<file path="src/design/uvs_pkg.sv">
`default_nettype none
package uvs_pkg;

  localparam int unsigned SegW          = 9;
  localparam int unsigned AngW          = 32;
  localparam int unsigned DivLanes      = 4;
  localparam int unsigned DivStages     = 8;
  localparam int unsigned DivSteps      = AngW / DivStages;
  localparam int unsigned CordicStages  = 16;
  localparam int unsigned AtanEntries   = 24;

  localparam logic [SegW-1:0] MaxSegments = 9'd256;

  localparam logic signed [31:0] GainQ30 = 32'sd652032874;
  localparam logic signed [31:0] OneQ30  = 32'sd1073741824;

  localparam logic [31:0] AtanTurn [AtanEntries] = '{
    32'h20000000, 32'h12E4051E, 32'h09FB385B, 32'h051111D4, 32'h028B0D43, 32'h0145D7E1,
    32'h00A2F61E, 32'h00517C55, 32'h0028BE53, 32'h00145F2F, 32'h000A2F98, 32'h000517CC,
    32'h00028BE6, 32'h000145F3, 32'h0000A2F9, 32'h0000517D, 32'h000028BE, 32'h0000145F,
    32'h00000A30, 32'h00000518, 32'h0000028C, 32'h00000146, 32'h000000A3, 32'h00000051
  };

  // Configuration register indexes.
  localparam logic [1:0] CfgRadius   = 2'd0;
  localparam logic [1:0] CfgSegments = 2'd1;

  // One lane of the long division: running remainder, dividend bits still
  // to shift in, and quotient bits produced so far.
  typedef struct packed {
    logic [SegW-1:0] rem;
    logic [AngW-1:0] low;
    logic [AngW-1:0] quo;
    logic            qhi;
  } div_lane_t;

  typedef struct packed {
    div_lane_t [DivLanes-1:0] lane;
    logic [SegW-1:0]          seg;
    logic                     ok;
  } div_item_t;

  typedef struct packed {
    logic [16:0] u;
    logic [16:0] v;
    logic        ok;
  } side_t;

  typedef struct packed {
    logic signed [31:0] ct;
    logic signed [31:0] st;
    logic signed [31:0] cp;
    logic signed [31:0] sp;
  } trig_t;

  // Signed right shift that rounds half away from zero.
  function automatic logic signed [63:0] shr_round(input logic signed [63:0] v,
                                                   input int unsigned s);
    logic [63:0] half;
    logic [63:0] mag;
    half = 64'd1 << (s - 1);
    if (v >= 0) begin
      mag = (64'(v) + half) >> s;
      return $signed(mag);
    end
    mag = (64'(-v) + half) >> s;
    return -$signed(mag);
  endfunction

  function automatic logic signed [63:0] sat(input logic signed [63:0] v,
                                             input logic signed [63:0] lo,
                                             input logic signed [63:0] hi);
    if (v < lo) begin
      return lo;
    end
    if (v > hi) begin
      return hi;
    end
    return v;
  endfunction

endpackage
`default_nettype wire

</file>
<file path="src/design/uvs_divider.sv">
`default_nettype none
module uvs_divider import uvs_pkg::*; (
  input  wire logic      clk_i,
  input  wire logic      rst_ni,
  input  wire logic      in_valid_i,
  input  wire div_item_t in_item_i,
  output logic           out_valid_o,
  output div_item_t      out_item_o
);

  // Restoring division, a few quotient bits per stage on every lane.
  function automatic div_lane_t div_step(input div_lane_t l, input logic [SegW-1:0] seg);
    logic [SegW:0] r2;
    div_lane_t     n;
    r2 = {l.rem, l.low[AngW-1]};
    n  = l;
    if (r2 >= {1'b0, seg}) begin
      n.rem = SegW'(r2 - {1'b0, seg});
      n.quo = {l.quo[AngW-2:0], 1'b1};
    end else begin
      n.rem = r2[SegW-1:0];
      n.quo = {l.quo[AngW-2:0], 1'b0};
    end
    n.low = {l.low[AngW-2:0], 1'b0};
    return n;
  endfunction

  div_item_t            stage_q [DivStages];
  div_item_t            stage_d [DivStages];
  logic [DivStages-1:0] vld_q;

  for (genvar s = 0; s < DivStages; s++) begin : g_stage
    always_comb begin
      div_item_t it;
      it = (s == 0) ? in_item_i : stage_q[(s == 0) ? 0 : s - 1];
      for (int k = 0; k < DivSteps; k++) begin
        for (int l = 0; l < DivLanes; l++) begin
          it.lane[l] = div_step(it.lane[l], it.seg);
        end
      end
      stage_d[s] = it;
    end

    always_ff @(posedge clk_i) begin
      stage_q[s] <= stage_d[s];
    end

    always_ff @(posedge clk_i or negedge rst_ni) begin
      if (!rst_ni) begin
        vld_q[s] <= 1'b0;
      end else begin
        vld_q[s] <= (s == 0) ? in_valid_i : vld_q[(s == 0) ? 0 : s - 1];
      end
    end
  end

  assign out_valid_o = vld_q[DivStages-1];
  assign out_item_o  = stage_q[DivStages-1];

endmodule
`default_nettype wire

</file>
<file path="config.mk">
export PLATFORM = sky130hd
export DESIGN_NAME = uvs_divider
export DESIGN_NICKNAME = d
export VERILOG_FILES = /design/src/design/uvs_pkg.sv /design/src/design/uvs_divider.sv
export SDC_FILE = /design/constraint.sdc
export NUM_CORES = 2
export LEC_CHECK = 0
export ABC_AREA = 0
export BUFFER_PORTS_ARGS = -buffer_cell sky130_fd_sc_hd__clkbuf_2
export CAP_MARGIN = 20
export CORE_MARGIN = 10
export CORE_UTILIZATION = 57
export CTS_BUF_LIST = sky130_fd_sc_hd__clkbuf_4
export CTS_CLUSTER_SIZE = 28
export DETAILED_ROUTE_END_ITERATION = 10
export PLACE_DENSITY = 0.76
export SLEW_MARGIN = 25
export SYNTH_ARGS = -nofsm -noshare
export SYNTH_HDL_FRONTEND = slang
export SYNTH_SLANG_ARGS = --single-unit
</file>
<file path="constraint.sdc">
create_clock -name clk_i -period 12.9 [get_ports clk_i]
set_clock_uncertainty 0.15 [all_clocks]
set_input_delay 1.29 -clock clk_i [delete_from_list [all_inputs] [get_ports clk_i]]
set_output_delay 1.29 -clock clk_i [all_outputs]
set_load 0.1 [all_outputs]
</file>
==> impl_metrics.csv <==
group,metric,value,unit
routing,wl_met3,10.15,mm
die,die_w,418.0,microns
timing,rsz0062_at_grt,"no",
logic_synthesis,synth_area,90270,sq um
logic_synthesis,synth_top_area_share,0.3158,
critical_path,path_class,"reg2reg",
placement,place_inst,11780,
placement,globalplace.congestion,0.9229,
critical_path,start_kind,"flop",
timing,maxSlewViolCount,0,
logic_synthesis,synth-xor-area-share,0.07403,
clock_network,clock_sinks,1432,
final_layout,final_common_cell,"dfxtp_1",
global_route,grt_overflow,0,
logic_synthesis,synth-compound-area-share,0.1678,
die,coreArea,156800,sq um
run,max_cap_viol_count,0,
placement,numPortBuffers,359,
logic_synthesis,synth-main-ff-cell,"dfxtp_1",
logic_synthesis,ys_ff_latch,1432,
logic_synthesis,yosysWarnings,0,
timing,timing.hold.ws,0.08268,ns
global_route,grt_pass1_wl,359.8,mm
routing,wirelength,223.4,mm
routing,vias,71460,
logic_synthesis,ys_seq_area_frac,0.3180,
routing,highest_layer,"met5",
timing,fmax,88.72,MHz
logic_synthesis,yosysTopAreaCell,"dfxtp_1",
final_layout,fillerInstances,13090,
logic_synthesis,synth_edf_count,0,
clock_network,clk_pin_slew,0.06,ns
final_layout,area_growth,9.593,%
logic_synthesis,synth_top_family_by_area,"adder cells",
clock_network,cts_root_buf,"clkbuf_4",
critical_path,critPathSlowestCell,"a2111oi_0",
final_layout,layout.cells.most_common_list,"dfxtp_1, ha_1, a21oi_1",
timing,period_share,0.8737,
routing,drc,0,
clock_network,htree_levels,5,
routing,drtIter0Drc,3972,
final_layout,final_cells,12550,
critical_path,reg2regPathDepth,38,
routing,vias_per_cell,5.696,
timing,setup_violations,0,
timing,max-slew-margin-rel,0.3092,
timing,finalCriticalPeriod,11.27,ns
critical_path,slowest_delay,0.73,ns
routing,dr_wl_met2,110.1,mm
global_route,grt_pass1_vias,72480,
logic_synthesis,synth.distinct_cells,113,
final_layout,nets,11810,
status,status,"finished clean",
clock_network,cts_buffers,373,
critical_path,cp-end-kind,"flop",
timing,worst_slew_pin_slew,1.035,ns
clock_network,clkLatencyLatePin,1.40,ns
global_route,grt_usage,0.2473,
worst_hold_path,min_path_type,"reg2reg",
logic_synthesis,synth.mux.area_fraction,0.08136,
logic_synthesis,yosys.area_share.adder,0.1881,
clock_network,clockBufferDepth,4,
critical_path,crit_top_cell,"o21ai_0",
routing,firstDrtPassIters,6,
logic_synthesis,async_flop_share,0.005587,
routing,postRouteAntennaNets,0,
critical_path,cp.required,13.97,ns
die,num_rows,145,
global_route,antenna_found_initial,8,
critical_path,reg2reg_to,"stage_q[1][508]",
critical_path,worstPathArrival,12.34,ns
clock_network,cts_tree,"yes",
timing,setup_tns,0,ns
critical_path,crit_fanout,24,
final_layout,final_util,0.6311,
timing,hold_violations,0,
critical_path,r2r_start,"stage_q[1][2]",
critical_path,worstSetupEndpoint,"stage_q[1][508]",
global_route,grt_max_degree,27,
routing,route.layer.met1.wl,91.10,mm
die,die_height,418.0,microns
logic_synthesis,synthCells,9554,
final_layout,drive_gt1_frac,0.1601,
die,start_util,0.5759,
placement,dp_hpwl,168.9,mm
critical_path,reg2reg_slack,1.63,ns
clock_network,postCtsSetupBuffers,0,
critical_path,critPathLaunch,"stage_q[1][2]",
logic_synthesis,synthSimpleGateAreaFrac,0.1137,
routing,wl_per_cell,17.81,microns
die,dieArea,174700,sq um
logic_synthesis,yosys-top-cells-area,"dfxtp_1, ha_1, mux2_2",
die,io_pins,616,
logic_synthesis,syn_area_per_cell,9.448,sq um
how the worst min path moves through the flow:
| stage | startpoint | to | slack, ns | cells after the start |
|---|---|---|---|---|
| 2_1_floorplan | stage_q[0][706] | stage_q[0][1000] | 0.16 | 0 |
| 3_3_place_gp | stage_q[1][464] | stage_q[1][758] | 0.16 | 0 |
| 3_5_place_dp | stage_q[0][308] | stage_q[0][602] | 0.16 | 0 |
| 4_1_cts | in_item_i[219] | stage_q[0][211] | 0.02 | 3 |
| 5_1_grt | in_item_i[293] | stage_q[0][281] | 0.03 | 3 |
| 6_report | stage_q[0][850] | stage_q[0][1144] | 0.08 | 0 |
sequential cells by signal, indices dropped and copies added, names as in the netlist:
name and cells:
out_valid_o 1, stage_q 1424, vld_q 7
kinds of logic after synthesis:
family	count (synthesis)
mux	666
compound gates	2290
fa+ha+maj	1280
flops	1432
buf+inv	1039
xor+xnor	763
other cells	1
simple gates	2083
timing repair:
action | 4_1_cts | 5_1_grt
resized for setup | 0 | 0
hold buffers | 128 | 0
endpoints found under the hold margin | 135 | 0
synthesized netlist by cell type, drive strengths merged, types with 139 or more instances:
cell / n
a21o: 288
a21oi: 676
buf: 345
dfxtp: 1424
ha: 1152
inv: 627
mux2: 527
mux2i: 139
nand2: 426
nand2b: 144
nand4: 184
nor2: 621
nor2b: 223
nor3: 153
o21ai: 564
xnor2: 454
xor2: 309
layout make-up:
cell class	instances	area [sq um]	share of cell area
multi-input combinational	7210	56930	0.5754
clock buffer	509	3821	0.03863
sequential	1432	28710	0.2902
inverter	633	2376	0.02402
clock inverter	119	784.5	0.007930
tap	2058	2575	0.02603
antenna	14	35.03	0.0003541
timing repair buffer	570	3701	0.03741
worst max-delay path: cells and delay by family, from the launching register on:
family,cells,cell delay (ns)
buffers and inverters,5,1.17
multiplexers,1,0.37
AND/OR/NAND/NOR,9,1.94
adder cells (fa/ha/maj),4,1.84
flip-flops,1,0.30
AO/OA/AOI/OAI,19,5.34
metrics by stage:
step,worst slack (ns),instance area (sq um)
after floorplan,2.942,90750
after global placement,2.007,92970
after detailed placement,1.810,92970
after CTS,1.791,98860
after global routing,0.5888,98920
final,1.629,98930
metal layers:
| metal | up-vias | GRT usage |
|---|---|---|
| met2 | 1908 | 0.4415 |
| met1 | 33470 | 0.2807 |
| met5 | - | 0 |
| met3 | 712 | 0.04035 |
| li1 | 35360 | - |
| met4 | 2 | 0.1342 |
Power is left out: the tool's default activity adds up to more than one toggle a clock period on the data nets, which glitch-free logic cannot reach.
